<file path="config.mk">
export PLATFORM = sky130hd
export DESIGN_NAME = touch_contact_tracker_unit
export DESIGN_NICKNAME = d
export VERILOG_FILES = /design/src/rtl/core/tct_pkg.sv /design/src/rtl/core/tct_fifo.sv /design/src/rtl/core/tct_front.sv /design/src/rtl/core/tct_back.sv /design/src/rtl/core/touch_contact_tracker_unit.sv
export SDC_FILE = /design/constraint.sdc
export NUM_CORES = 2
export LEC_CHECK = 0
export ABC_AREA = 1
export BUFFER_PORTS_ARGS = -buffer_cell sky130_fd_sc_hd__buf_2
export CAP_MARGIN = 25
export CORE_MARGIN = 10
export CORE_UTILIZATION = 50
export DETAILED_ROUTE_END_ITERATION = 16
export GPL_TIMING_DRIVEN = 1
export PLACE_DENSITY = 0.68
export SYNTH_ARGS = -nofsm -noshare
export SYNTH_HDL_FRONTEND = slang
export SYNTH_HIERARCHICAL = 1
export SYNTH_SLANG_ARGS = --single-unit
</file>
<file path="constraint.sdc">
create_clock -name clk -period 23.6 [get_ports clk]
set_clock_uncertainty 0.1 [all_clocks]
set_input_delay 4.72 -clock clk [delete_from_list [all_inputs] [get_ports clk]]
set_output_delay 4.72 -clock clk [all_outputs]
set_load 0.005 [all_outputs]
</file>
<file path="src/rtl/core/tct_pkg.sv">
package tct_pkg;

  // fixed widths of the word fields
  localparam int COORD_W = 16;
  localparam int SLOT_W  = 3;

  // func codes of an input word
  localparam logic [1:0] FUNC_POINT     = 2'd0;
  localparam logic [1:0] FUNC_FRAME_END = 2'd1;
  localparam logic [1:0] FUNC_CANCEL    = 2'd2;

  // event kinds of a result word
  localparam logic [1:0] KIND_DOWN   = 2'd0;
  localparam logic [1:0] KIND_MOVE   = 2'd1;
  localparam logic [1:0] KIND_UP     = 2'd2;
  localparam logic [1:0] KIND_CANCEL = 2'd3;

  typedef struct packed {
    logic [1:0]         func;
    logic [COORD_W-1:0] point_x;
    logic [COORD_W-1:0] point_y;
  } in_word_t;

  typedef struct packed {
    logic [1:0]         event_kind;
    logic [SLOT_W-1:0]  slot_index;
    logic [COORD_W-1:0] event_x;
    logic [COORD_W-1:0] event_y;
    logic               last;
  } out_word_t;

  // classified command handed from front to back
  typedef enum logic [1:0] {
    CMD_POINT,
    CMD_FRAME_END,
    CMD_CANCEL
  } cmd_kind_t;

  typedef struct packed {
    cmd_kind_t          kind;
    logic [COORD_W-1:0] x;
    logic [COORD_W-1:0] y;
  } cmd_t;

  // back-end sequencer states
  typedef enum logic [2:0] {
    ST_IDLE,
    ST_SCAN,
    ST_APPLY,
    ST_UP,
    ST_DOWN,
    ST_CANCEL,
    ST_FINISH
  } back_state_t;

endpackage

</file>
<file path="src/rtl/core/tct_fifo.sv">
module tct_fifo #(
  parameter int WIDTH = 8,
  parameter int DEPTH = 2
) (
  input  logic             clk,
  input  logic             rst_n,
  input  logic             push,
  input  logic [WIDTH-1:0] wdata,
  output logic             full,
  input  logic             pop,
  output logic [WIDTH-1:0] rdata,
  output logic             empty
);

  localparam int PTR_W = (DEPTH > 1) ? $clog2(DEPTH) : 1;
  localparam int CNT_W = $clog2(DEPTH + 1);
  localparam logic [CNT_W-1:0] CNT_FULL = CNT_W'(DEPTH);

  logic [WIDTH-1:0] mem [DEPTH];
  logic [PTR_W-1:0] wr_ptr_r, wr_ptr_nxt;
  logic [PTR_W-1:0] rd_ptr_r, rd_ptr_nxt;
  logic [CNT_W-1:0] cnt_r, cnt_nxt;
  logic             do_push;
  logic             do_pop;

  // handshake and pointer update
  always_comb begin
    full       = (cnt_r == CNT_FULL);
    empty      = (cnt_r == '0);
    do_push    = push && !full;
    do_pop     = pop && !empty;
    wr_ptr_nxt = wr_ptr_r;
    rd_ptr_nxt = rd_ptr_r;
    cnt_nxt    = cnt_r;
    if (do_push) begin
      wr_ptr_nxt = (wr_ptr_r == PTR_W'(DEPTH - 1)) ? '0 : wr_ptr_r + 1'b1;
    end
    if (do_pop) begin
      rd_ptr_nxt = (rd_ptr_r == PTR_W'(DEPTH - 1)) ? '0 : rd_ptr_r + 1'b1;
    end
    if (do_push && !do_pop) begin
      cnt_nxt = cnt_r + 1'b1;
    end else if (do_pop && !do_push) begin
      cnt_nxt = cnt_r - 1'b1;
    end
  end

  always_ff @(posedge clk) begin
    if (!rst_n) begin
      wr_ptr_r <= '0;
      rd_ptr_r <= '0;
      cnt_r    <= '0;
    end else begin
      wr_ptr_r <= wr_ptr_nxt;
      rd_ptr_r <= rd_ptr_nxt;
      cnt_r    <= cnt_nxt;
    end
  end

  // storage
  always_ff @(posedge clk) begin
    if (do_push) begin
      mem[wr_ptr_r] <= wdata;
    end
  end

  assign rdata = mem[rd_ptr_r];

endmodule

</file>
<file path="src/rtl/core/tct_front.sv">
module tct_front #(
  parameter int MAX_SLOTS = 8
) (
  input  logic             clk,
  input  logic             rst_n,
  input  logic             in_push,
  input  tct_pkg::in_word_t in_word,
  input  logic             q_full,
  output logic             q_push,
  output tct_pkg::cmd_t    q_word
);

  localparam int CNT_W = $clog2(MAX_SLOTS + 1);
  localparam logic [CNT_W-1:0] CNT_MAX = CNT_W'(MAX_SLOTS);

  logic [CNT_W-1:0] pt_cnt_r, pt_cnt_nxt;
  logic             accept;

  // classify words, count points of the current frame
  always_comb begin
    accept        = in_push && !q_full;
    q_push        = 1'b0;
    pt_cnt_nxt    = pt_cnt_r;
    q_word.kind   = tct_pkg::CMD_POINT;
    q_word.x      = in_word.point_x;
    q_word.y      = in_word.point_y;
    unique case (in_word.func)
      tct_pkg::FUNC_POINT: begin
        if (pt_cnt_r != CNT_MAX) begin
          q_push = accept;
          if (accept) begin
            pt_cnt_nxt = pt_cnt_r + 1'b1;
          end
        end
      end
      tct_pkg::FUNC_FRAME_END: begin
        q_word.kind = tct_pkg::CMD_FRAME_END;
        q_push      = accept;
        if (accept) begin
          pt_cnt_nxt = '0;
        end
      end
      tct_pkg::FUNC_CANCEL: begin
        q_word.kind = tct_pkg::CMD_CANCEL;
        q_push      = accept;
        if (accept) begin
          pt_cnt_nxt = '0;
        end
      end
      default: begin
        // unused code is taken and dropped
      end
    endcase
  end

  always_ff @(posedge clk) begin
    if (!rst_n) begin
      pt_cnt_r <= '0;
    end else begin
      pt_cnt_r <= pt_cnt_nxt;
    end
  end

endmodule

</file>
<file path="src/rtl/core/tct_back.sv">
module tct_back #(
  parameter int MAX_SLOTS  = 8,
  parameter int COORD_BITS = 16
) (
  input  logic               clk,
  input  logic               rst_n,
  input  logic               cmd_empty,
  output logic               cmd_pop,
  input  tct_pkg::cmd_t      cmd_word,
  input  logic               out_full,
  output logic               out_push,
  output tct_pkg::out_word_t out_data
);

  localparam int IDX_W  = (MAX_SLOTS > 1) ? $clog2(MAX_SLOTS) : 1;
  localparam int CNT_W  = $clog2(MAX_SLOTS + 1);
  localparam int SQ_W   = 2 * COORD_BITS;
  localparam int DIST_W = SQ_W + 1;
  localparam logic [CNT_W-1:0] CNT_MAX = CNT_W'(MAX_SLOTS);

  tct_pkg::back_state_t state_r, state_nxt;

  // current command
  tct_pkg::cmd_kind_t    cur_kind_r;
  logic [COORD_BITS-1:0] cur_x_r, cur_y_r;

  // slot table and pending points
  logic [COORD_BITS-1:0] slot_x_r [MAX_SLOTS];
  logic [COORD_BITS-1:0] slot_y_r [MAX_SLOTS];
  logic [COORD_BITS-1:0] pend_x_r [MAX_SLOTS];
  logic [COORD_BITS-1:0] pend_y_r [MAX_SLOTS];
  logic [MAX_SLOTS-1:0]  active_r, active_nxt;
  logic [MAX_SLOTS-1:0]  matched_r, matched_nxt;
  logic [CNT_W-1:0]      pend_cnt_r, pend_cnt_nxt;

  // scan counters
  logic [CNT_W-1:0] idx_r, idx_nxt;
  logic [CNT_W-1:0] pidx_r, pidx_nxt;
  logic [IDX_W-1:0] scan_i;
  logic [IDX_W-1:0] pend_i;

  // distance pipeline
  logic                  p1_v_r, p1_v_nxt;
  logic                  p1_elig_r, p1_elig_nxt;
  logic [IDX_W-1:0]      p1_idx_r, p1_idx_nxt;
  logic [SQ_W-1:0]       sqx_r, sqx_nxt;
  logic [SQ_W-1:0]       sqy_r, sqy_nxt;
  logic [COORD_BITS-1:0] rd_x, rd_y, dx, dy;
  logic [DIST_W-1:0]     cand_d;
  logic                  found_r, found_nxt;
  logic [IDX_W-1:0]      best_idx_r, best_idx_nxt;
  logic [DIST_W-1:0]     best_d_r, best_d_nxt;

  // free slot search
  logic             free_any;
  logic [IDX_W-1:0] free_idx;

  // slot and pending writes
  logic                  slot_we;
  logic [IDX_W-1:0]      slot_wa;
  logic [COORD_BITS-1:0] slot_wx, slot_wy;
  logic                  pend_we;

  // event emission through a one-word hold stage, so last is known on flush
  logic                  emit_req;
  logic [1:0]            emit_kind;
  logic [IDX_W-1:0]      emit_slot;
  logic [COORD_BITS-1:0] emit_x, emit_y;
  logic                  can_emit;
  logic                  ev_v_r, ev_v_nxt;
  tct_pkg::out_word_t    ev_r, ev_nxt;

  assign scan_i   = idx_r[IDX_W-1:0];
  assign pend_i   = pidx_r[IDX_W-1:0];
  assign can_emit = !ev_v_r || !out_full;

  // distance of the scanned slot
  always_comb begin
    rd_x   = slot_x_r[scan_i];
    rd_y   = slot_y_r[scan_i];
    dx     = (cur_x_r >= rd_x) ? cur_x_r - rd_x : rd_x - cur_x_r;
    dy     = (cur_y_r >= rd_y) ? cur_y_r - rd_y : rd_y - cur_y_r;
    cand_d = DIST_W'(sqx_r) + DIST_W'(sqy_r);
  end

  // lowest inactive slot
  always_comb begin
    free_any = 1'b0;
    free_idx = '0;
    for (int i = MAX_SLOTS - 1; i >= 0; i--) begin
      if (!active_r[i]) begin
        free_any = 1'b1;
        free_idx = IDX_W'(i);
      end
    end
  end

  // next state
  always_comb begin
    state_nxt = state_r;
    unique case (state_r)
      tct_pkg::ST_IDLE: begin
        if (!cmd_empty) begin
          unique case (cmd_word.kind)
            tct_pkg::CMD_POINT:     state_nxt = tct_pkg::ST_SCAN;
            tct_pkg::CMD_FRAME_END: state_nxt = tct_pkg::ST_UP;
            tct_pkg::CMD_CANCEL:    state_nxt = tct_pkg::ST_CANCEL;
            default:                state_nxt = tct_pkg::ST_FINISH;
          endcase
        end
      end
      tct_pkg::ST_SCAN: begin
        if (idx_r == CNT_MAX && !p1_v_r) begin
          state_nxt = tct_pkg::ST_APPLY;
        end
      end
      tct_pkg::ST_APPLY: begin
        if (!emit_req || can_emit) begin
          state_nxt = tct_pkg::ST_FINISH;
        end
      end
      tct_pkg::ST_UP: begin
        if (idx_r == CNT_MAX) begin
          state_nxt = tct_pkg::ST_DOWN;
        end
      end
      tct_pkg::ST_DOWN: begin
        if (pidx_r == pend_cnt_r) begin
          state_nxt = tct_pkg::ST_FINISH;
        end
      end
      tct_pkg::ST_CANCEL: begin
        if (idx_r == CNT_MAX) begin
          state_nxt = tct_pkg::ST_FINISH;
        end
      end
      tct_pkg::ST_FINISH: begin
        if (can_emit) begin
          state_nxt = tct_pkg::ST_IDLE;
        end
      end
      default: state_nxt = tct_pkg::ST_IDLE;
    endcase
  end

  // datapath and outputs
  always_comb begin
    cmd_pop      = 1'b0;
    out_push     = 1'b0;
    out_data     = ev_r;
    active_nxt   = active_r;
    matched_nxt  = matched_r;
    pend_cnt_nxt = pend_cnt_r;
    idx_nxt      = idx_r;
    pidx_nxt     = pidx_r;
    p1_v_nxt     = p1_v_r;
    p1_elig_nxt  = p1_elig_r;
    p1_idx_nxt   = p1_idx_r;
    sqx_nxt      = sqx_r;
    sqy_nxt      = sqy_r;
    found_nxt    = found_r;
    best_idx_nxt = best_idx_r;
    best_d_nxt   = best_d_r;
    slot_we      = 1'b0;
    slot_wa      = best_idx_r;
    slot_wx      = cur_x_r;
    slot_wy      = cur_y_r;
    pend_we      = 1'b0;
    emit_req     = 1'b0;
    emit_kind    = tct_pkg::KIND_DOWN;
    emit_slot    = '0;
    emit_x       = '0;
    emit_y       = '0;
    ev_v_nxt     = ev_v_r;
    ev_nxt       = ev_r;

    unique case (state_r)
      tct_pkg::ST_IDLE: begin
        if (!cmd_empty) begin
          cmd_pop   = 1'b1;
          idx_nxt   = '0;
          pidx_nxt  = '0;
          found_nxt = 1'b0;
          p1_v_nxt  = 1'b0;
        end
      end

      tct_pkg::ST_SCAN: begin
        // issue: squares of one slot per cycle
        if (idx_r != CNT_MAX) begin
          p1_v_nxt    = 1'b1;
          p1_idx_nxt  = scan_i;
          p1_elig_nxt = active_r[scan_i] && !matched_r[scan_i];
          sqx_nxt     = dx * dx;
          sqy_nxt     = dy * dy;
          idx_nxt     = idx_r + 1'b1;
        end else begin
          p1_v_nxt = 1'b0;
        end
        // compare: strict less keeps the lowest slot on a tie
        if (p1_v_r && p1_elig_r && (!found_r || cand_d < best_d_r)) begin
          found_nxt    = 1'b1;
          best_idx_nxt = p1_idx_r;
          best_d_nxt   = cand_d;
        end
      end

      tct_pkg::ST_APPLY: begin
        if (found_r) begin
          // zero distance means the position did not change
          emit_req  = (best_d_r != '0);
          emit_kind = tct_pkg::KIND_MOVE;
          emit_slot = best_idx_r;
          emit_x    = cur_x_r;
          emit_y    = cur_y_r;
          if (!emit_req || can_emit) begin
            slot_we                 = 1'b1;
            matched_nxt[best_idx_r] = 1'b1;
          end
        end else if (pend_cnt_r != CNT_MAX) begin
          pend_we      = 1'b1;
          pend_cnt_nxt = pend_cnt_r + 1'b1;
        end
      end

      tct_pkg::ST_UP: begin
        if (idx_r != CNT_MAX) begin
          if (active_r[scan_i] && !matched_r[scan_i]) begin
            emit_req  = 1'b1;
            emit_kind = tct_pkg::KIND_UP;
            emit_slot = scan_i;
            emit_x    = rd_x;
            emit_y    = rd_y;
            if (can_emit) begin
              active_nxt[scan_i] = 1'b0;
              idx_nxt            = idx_r + 1'b1;
            end
          end else begin
            idx_nxt = idx_r + 1'b1;
          end
        end
      end

      tct_pkg::ST_DOWN: begin
        if (pidx_r != pend_cnt_r) begin
          if (free_any) begin
            emit_req  = 1'b1;
            emit_kind = tct_pkg::KIND_DOWN;
            emit_slot = free_idx;
            emit_x    = pend_x_r[pend_i];
            emit_y    = pend_y_r[pend_i];
            if (can_emit) begin
              slot_we              = 1'b1;
              slot_wa              = free_idx;
              slot_wx              = pend_x_r[pend_i];
              slot_wy              = pend_y_r[pend_i];
              active_nxt[free_idx] = 1'b1;
              pidx_nxt             = pidx_r + 1'b1;
            end
          end else begin
            // no free slot: point is dropped
            pidx_nxt = pidx_r + 1'b1;
          end
        end
      end

      tct_pkg::ST_CANCEL: begin
        if (idx_r != CNT_MAX) begin
          if (active_r[scan_i]) begin
            emit_req  = 1'b1;
            emit_kind = tct_pkg::KIND_CANCEL;
            emit_slot = scan_i;
            emit_x    = rd_x;
            emit_y    = rd_y;
            if (can_emit) begin
              active_nxt[scan_i] = 1'b0;
              idx_nxt            = idx_r + 1'b1;
            end
          end else begin
            idx_nxt = idx_r + 1'b1;
          end
        end
      end

      tct_pkg::ST_FINISH: begin
        if (can_emit) begin
          // flush the held word as the last one of this command
          if (ev_v_r) begin
            out_push      = 1'b1;
            out_data.last = 1'b1;
            ev_v_nxt      = 1'b0;
          end
          if (cur_kind_r != tct_pkg::CMD_POINT) begin
            matched_nxt  = '0;
            pend_cnt_nxt = '0;
          end
        end
      end

      default: begin
      end
    endcase

    // a new event pushes out the held one, which is then not last
    if (emit_req && can_emit) begin
      if (ev_v_r) begin
        out_push      = 1'b1;
        out_data.last = 1'b0;
      end
      ev_v_nxt          = 1'b1;
      ev_nxt.event_kind = emit_kind;
      ev_nxt.slot_index = tct_pkg::SLOT_W'(emit_slot);
      ev_nxt.event_x    = tct_pkg::COORD_W'(emit_x);
      ev_nxt.event_y    = tct_pkg::COORD_W'(emit_y);
      ev_nxt.last       = 1'b0;
    end
  end

  // control registers
  always_ff @(posedge clk) begin
    if (!rst_n) begin
      state_r    <= tct_pkg::ST_IDLE;
      active_r   <= '0;
      matched_r  <= '0;
      pend_cnt_r <= '0;
      idx_r      <= '0;
      pidx_r     <= '0;
      p1_v_r     <= 1'b0;
      found_r    <= 1'b0;
      ev_v_r     <= 1'b0;
    end else begin
      state_r    <= state_nxt;
      active_r   <= active_nxt;
      matched_r  <= matched_nxt;
      pend_cnt_r <= pend_cnt_nxt;
      idx_r      <= idx_nxt;
      pidx_r     <= pidx_nxt;
      p1_v_r     <= p1_v_nxt;
      found_r    <= found_nxt;
      ev_v_r     <= ev_v_nxt;
    end
  end

  // payload registers
  always_ff @(posedge clk) begin
    p1_elig_r  <= p1_elig_nxt;
    p1_idx_r   <= p1_idx_nxt;
    sqx_r      <= sqx_nxt;
    sqy_r      <= sqy_nxt;
    best_idx_r <= best_idx_nxt;
    best_d_r   <= best_d_nxt;
    ev_r       <= ev_nxt;
    if (cmd_pop) begin
      cur_kind_r <= cmd_word.kind;
      cur_x_r    <= cmd_word.x[COORD_BITS-1:0];
      cur_y_r    <= cmd_word.y[COORD_BITS-1:0];
    end
  end

  // slot table and pending list writes
  always_ff @(posedge clk) begin
    if (slot_we) begin
      slot_x_r[slot_wa] <= slot_wx;
      slot_y_r[slot_wa] <= slot_wy;
    end
    if (pend_we) begin
      pend_x_r[pend_cnt_r[IDX_W-1:0]] <= cur_x_r;
      pend_y_r[pend_cnt_r[IDX_W-1:0]] <= cur_y_r;
    end
  end

endmodule

</file>
<file path="src/rtl/core/touch_contact_tracker_unit.sv">
// Multitouch contact tracker. Touch points, frame ends and cancels go in as words through
// push/full; down, move, up and cancel events come out as words through empty/pop, the last
// word caused by an input marked with last. Each point is matched to the nearest active,
// not yet matched slot (squared distance, lowest slot on a tie); points that find no slot
// take free slots at frame end, after the ups. Inputs land in a two-word command queue, so a
// few can be taken while the engine works. For a point the engine runs a distance scan that
// visits one slot per cycle through a square-and-compare pipe; a frame end scans the slots
// for ups and then places the pending points, and a cancel scans the slots; the result side
// can stall each of them. Points past MAX_SLOTS in one frame and func code 3 are
// taken and dropped without an event.
module touch_contact_tracker_unit #(
  parameter int MAX_SLOTS  = 8,
  parameter int COORD_BITS = 16
) (
  input  logic               clk,
  input  logic               rst_n,
  input  logic               push,
  output logic               full,
  input  tct_pkg::in_word_t  in_word,
  output logic               empty,
  input  logic               pop,
  output tct_pkg::out_word_t out_word
);

  tct_pkg::cmd_t      q_word;
  logic               q_push;
  logic               q_full;
  logic [$bits(tct_pkg::cmd_t)-1:0] c_bits;
  tct_pkg::cmd_t      c_word;
  logic               c_empty;
  logic               c_pop;
  tct_pkg::out_word_t r_word;
  logic               r_push;
  logic               r_full;

  assign full   = q_full;
  assign c_word = tct_pkg::cmd_t'(c_bits);

  // front: classify and count points
  tct_front #(
    .MAX_SLOTS (MAX_SLOTS)
  ) u_front (
    .clk     (clk),
    .rst_n   (rst_n),
    .in_push (push),
    .in_word (in_word),
    .q_full  (q_full),
    .q_push  (q_push),
    .q_word  (q_word)
  );

  // command queue between front and back
  tct_fifo #(
    .WIDTH ($bits(tct_pkg::cmd_t)),
    .DEPTH (2)
  ) u_cmd_q (
    .clk   (clk),
    .rst_n (rst_n),
    .push  (q_push),
    .wdata (q_word),
    .full  (q_full),
    .pop   (c_pop),
    .rdata (c_bits),
    .empty (c_empty)
  );

  // back: slot table engine
  tct_back #(
    .MAX_SLOTS  (MAX_SLOTS),
    .COORD_BITS (COORD_BITS)
  ) u_back (
    .clk       (clk),
    .rst_n     (rst_n),
    .cmd_empty (c_empty),
    .cmd_pop   (c_pop),
    .cmd_word  (c_word),
    .out_full  (r_full),
    .out_push  (r_push),
    .out_data  (r_word)
  );

  // result queue
  tct_fifo #(
    .WIDTH ($bits(tct_pkg::out_word_t)),
    .DEPTH (2)
  ) u_out_q (
    .clk   (clk),
    .rst_n (rst_n),
    .push  (r_push),
    .wdata (r_word),
    .full  (r_full),
    .pop   (pop),
    .rdata (out_word),
    .empty (empty)
  );

endmodule

</file>
# Word-level counts from Yosys, hierarchy flattened
# Memory sizes are Yosys's and may differ from the RTL's. A register that Yosys moved wholly into a read port is not among the register bits.
# Index checks and enable logic that the tools add are counted.
# word_totals
register_bits	221
ram_bits	656
inputBits	38
out_inout_bits	40
memories	6
# classes
add_sub_neg	17
mul	2
n_lt_le_gt_ge	9
n_eq_ne	43
mux	179
bitwise	4
reduce_logical	65
# memory_table
memory	words	width	read_ports	rd_ports_with_merged_regs	wr	line	rtl
u_back.pend_x_r	8	16	1	1	1	tct_back.sv:30	logic [COORD_BITS-1:0] pend_x_r [MAX_SLOTS];
u_back.pend_y_r	8	16	1	1	1	tct_back.sv:31	logic [COORD_BITS-1:0] pend_y_r [MAX_SLOTS];
u_back.slot_x_r	8	16	1	1	1	tct_back.sv:28	logic [COORD_BITS-1:0] slot_x_r [MAX_SLOTS];
u_back.slot_y_r	8	16	1	1	1	tct_back.sv:29	logic [COORD_BITS-1:0] slot_y_r [MAX_SLOTS];
u_out_q.mem	2	38	1	1	1	tct_fifo.sv:19	logic [WIDTH-1:0] mem [DEPTH];
u_cmd_q.mem	2	34	1	1	1	tct_fifo.sv:19	
# op_table
operator	n
$mux 16	24
$pmux 16 s4	2
$mux 3	34
$mux 8	12
$mux 4	17
$mul 16x16->32	2
$sub 16x16->16	4
$mux 1	61
$ne 2x1->1 const B	22
$add 32x32->33	1
$lt 33x33->1	1
$reduce_bool 33->1	1
$ge 16x16->1	2
$pmux 4 s2	3
$pmux 8 s3	1
$pmux 3 s7	1
$reduce_bool 2->1	9
$logic_and 1x1->1	17
$add 4x1->4 const B	4
$mux 2	8
$or 8x8->8	2
$pmux 4 s4	1
$pmux 8 s2	1
$reduce_and 5->1	3
other kinds (38)	86

# Longest topological paths before layout
# logic_depth
depth_word	18
depth_mapped	48
mapped_depth_nobuf	44

# Hierarchy
# The synthesis kept the hierarchy.
# by_module_without_submodules
module	instances	cells_per_inst	area_each_um2	seq_area_each_um2
tct_back	1	5059	49055.8	21370.5
tct_fifo (u_out_q)	1	156	3069.2	2382.3
tct_fifo (u_cmd_q)	1	144	2854.0	2142.1
tct_front	1	82	578.1	80.1

# Worst setup path before layout
# Ideal clock, no wire load.
# synth_path
kind	flip-flop to flip-flop
startpoint	register (tool-made name)
endpoint	register u_back.sqx_r[25], data pin
setup_ns	0.258
t_arrival_ns	7.441
path_slack_ns	15.801
path_stages_with_launch	39
n_path_buf	4
period_less_slack_ns	7.799
path_cell_list	dfxtp_1 > buf_2 > inv_2 > buf_2 > buf_2 > nor2_1 > o32ai_1 > inv_1 > o21ai_1 > ha_1 > inv_1 > fa_1 > nand3_1 > nand2_1 > nand2_1 > nand3_2 > nand2_2 > nand3_4 > [... 3 more ...] > inv_1 > nand2_1 > fa_1 > inv_1 > fa_1 > fa_1 > fa_1 > fa_1 > inv_1 > fa_1 > inv_1 > ha_1 > nand2_1 > nor4_1 > nand4_1 > nand3_1 > a21oi_1 > xnor2_1
# synth_lines
element	line	rtl
end signal: assignment	tct_back.sv:348	sqx_r <= sqx_nxt;
end: declaration	tct_back.sv:46	logic [SQ_W-1:0] sqx_r, sqx_nxt;

==> flow_summary.json <==
{
  "ys_ff_latch": 883,
  "clk_pin_slew_ns": 0.06,
  "dpl.hpwl_um": 101000,
  "place_area_um2": 57200,
  "final_core_util": 0.545,
  "place.gp.congestion": 0.958,
  "final_design_area_no_fill_um2": 60200,
  "avgViaCountPerCell": 5.47,
  "yosysSeqAreaShare": 0.468,
  "clk_latency_ns": 0.69,
  "fin_setup_tns_ns": 0,
  "yosys_warnings": 6,
  "pin_count": 78,
  "gr-total-overflow": 0,
  "crit_fanout": 99,
  "drc": 0,
  "die_h_um": 353,
  "drive_gt1_frac": 0.0906,
  "area_delta_synth_final_pct": 8.42,
  "numCtsBuffers": 91,
  "status": "finished, final reports clean",
  "rsz0062_at_grt": "false",
  "cts_buffer_depth": 3,
  "final-seq-area_um2": 26000,
  "cts_root_buffer": "clkbuf_16",
  "grt_util_all_layers": 0.219,
  "cts_resized": 0,
  "final_max_slew_viol_count": 0,
  "grt_pass1_wl_um": 217000,
  "num_antenna_cells": 0,
  "worstMarginPinSlew_ns": 1.05,
  "cts_tree": "yes",
  "critPathKind": "reg -> reg",
  "antenna_found_initial": 4,
  "multiInputGateArea_um2": 25500,
  "start_util": 0.503,
  "firstDrtPassIters": 6,
  "port_buffers": 77,
  "via_count": 38466,
  "grt_pass1_vias": 38453,
  "async_flop_share": 0,
  "h-tree-depth": 3,
  "syn_nets": 6140,
  "synth_area_um2": 55600,
  "cpPeakStageDelay_ns": 0.84,
  "totalWireLength_um": 139000,
  "drtAntennaViolNets": 0,
  "arrival_ns": 10.54,
  "die_width_um": 353,
  "crit_top_cell": "fa_1",
  "holdCritPathClass": "reg -> reg",
  "whs_ns": 0.318,
  "ys.flop_type": "edfxtp_1",
  "drt-initial-drc-count": 3765,
  "startpoint_type": "register",
  "nets": 6163,
  "synth_cell_type_count": 64,
  "dieArea_um2": 125000,
  "syn_inst": 5441,
  "crit_path_end_kind": "register",
  "synth-edff-count": 829,
  "avgSynthCellArea_um2": 10.2,
  "drv_cap": 0,
  "worst_path_max_delay_cell": "buf_4",
  "max_slew_margin": 0.303,
  "setup_viol": 0,
  "drt-wirelength-per-cell_um": 19.7,
  "crit_required_ns": 23.89,
  "timing_hold_violations_final": 0,
  "n_fill_cell": 9621,
  "layout_common_cells": "829 x edfxtp_1, 796 x inv_1, 779 x nand2_1, 713 x nor2_1, 333 x ha_1",
  "fmax_mhz": 97.6,
  "row_count": 122,
  "post-cts-setup-buffer-count": 0,
  "grt_max_degree": 100,
  "period_share": 0.434,
  "hold_buffers": 0,
  "final_common_cell": "edfxtp_1",
  "clkSinkCount": 883,
  "fin_crit_ns": 10.25,
  "core-area_um2": 111000
}
-- layer usage --
metal / up-vias / share of wire / GRT usage
met5: - / 0.00025 / 0
met4: 4 / 0.026 / 0.0609
met3: 208 / 0.080 / 0.0384
met2: 1335 / 0.45 / 0.347
met1: 18760 / 0.44 / 0.310
li1: 18159 / - / -
-- worst max-delay path, delay by kind of cell (launching register included) --
kind / cells / cell delay, ns
compound gates: 9 / 2.68
simple gates: 7 / 1.22
flops: 1 / 0.54
fa+ha+maj: 8 / 3.81
xor+xnor: 1 / 0.12
buf+inv: 6 / 1.41
-- sequential cells by signal, summed over array words and instances, names as in the netlist, 4 cells and up, named ones only --
signal,cells
u_back/slot_x_r,128
u_back/active_r,8
u_back/sqx_r,31
u_back/cur_y_r,16
u_back/out_data,37
u_front/pt_cnt_r,4
u_out_q/mem,76
u_back/pend_x_r,128
u_back/idx_r,4
u_back/pend_cnt_r,4
u_back/cur_x_r,16
u_back/matched_r,8
u_back/sqy_r,31
u_back/pend_y_r,128
u_back/slot_y_r,128
u_back/best_d_r,33
u_cmd_q/mem,68
u_back/pidx_r,4
-- kinds of logic (layout without fill, tap and decap cells) --
logic type	after synthesis	in the layout	share of synthesized area
and+or+nand+nor	1825	1825	0.136
buffers and inverters	1046	1143	0.0771
DFF	883	883	0.468
AOI/OAI and AO/OA	825	825	0.0877
adders and majority gates	661	661	0.193
xor gates and xnor gates	129	129	0.0203
muxes	72	72	0.0180
-- path summary, 6_finish.rpt --
check | from | to | slack, ns | cells after the start
min reg2reg | u_back/p1_idx_r[1] | u_back/best_idx_r[1] | 0.32 | 0
min | u_back/p1_idx_r[1] | u_back/best_idx_r[1] | 0.32 | 0
max | register | u_back/sqy_r[26] | 13.35 | 31
max reg2reg | register | u_back/sqy_r[26] | 13.35 | 31
-- synth_stat cells, types with 4 or more instances --
| cell type | number | area [um2] |
|---|---|---|
| nor2_1 | 735 | 2760 |
| nor2_2 | 11 | 68.8 |
| buf_4 | 39 | 293 |
| a31oi_1 | 11 | 68.8 |
| fa_1 | 328 | 6570 |
| clkinv_1 | 5 | 18.8 |
| a21o_1 | 8 | 60.1 |
| o211ai_1 | 37 | 278 |
| buf_1 | 9 | 33.8 |
| o32ai_1 | 64 | 561 |
| o21ai_1 | 34 | 170 |
| dfxtp_1 | 54 | 1080 |
| mux2_4 | 50 | 751 |
| o21ai_2 | 5 | 43.8 |
| nor3b_1 | 7 | 52.6 |
| nand2_4 | 8 | 90.1 |
| o311ai_0 | 4 | 35.0 |
| a21oi_2 | 4 | 35.0 |
| ha_1 | 333 | 4170 |
| o22ai_1 | 63 | 394 |
| nand4_1 | 31 | 194 |
| inv_1 | 798 | 3000 |
| nand2_1 | 779 | 2920 |
| xnor2_1 | 46 | 403 |
| nand3_1 | 142 | 711 |
| o21ai_0 | 307 | 1540 |
| buf_6 | 16 | 180 |
| xor2_1 | 83 | 727 |
| mux2_2 | 22 | 248 |
| nand2_2 | 42 | 263 |
| o221ai_1 | 32 | 280 |
| buf_2 | 32 | 160 |
| a21oi_1 | 217 | 1090 |
| nor4_1 | 7 | 43.8 |
| o21a_1 | 4 | 30.0 |
| inv_2 | 51 | 191 |
| nor2_4 | 9 | 101 |
| o21bai_1 | 20 | 150 |
| clkbuf_1 | 91 | 342 |
| edfxtp_1 | 829 | 24900 |
| nor3_1 | 35 | 175 |
-- layout make-up --
cell class,instances,area share
inverter,854,0.0532
multi-input combinational,3512,0.423
sequential,883,0.432
clock buffer,116,0.0400
timing repair buffer,122,0.0125
tap,1488,0.0309
clock inverter,51,0.00899
-- stage by stage --
stage | setup slack (ns) | instances
floorplan | 15.80 | 5441
finish | 13.35 | 7026
CTS | 12.86 | 7024
detailed placement | 12.93 | 6857
global route | 12.62 | 7026
global placement | 13.00 | 6857
Power is left out: the tool's default activity adds up to more than one toggle a clock period on the data nets, which glitch-free logic cannot reach.
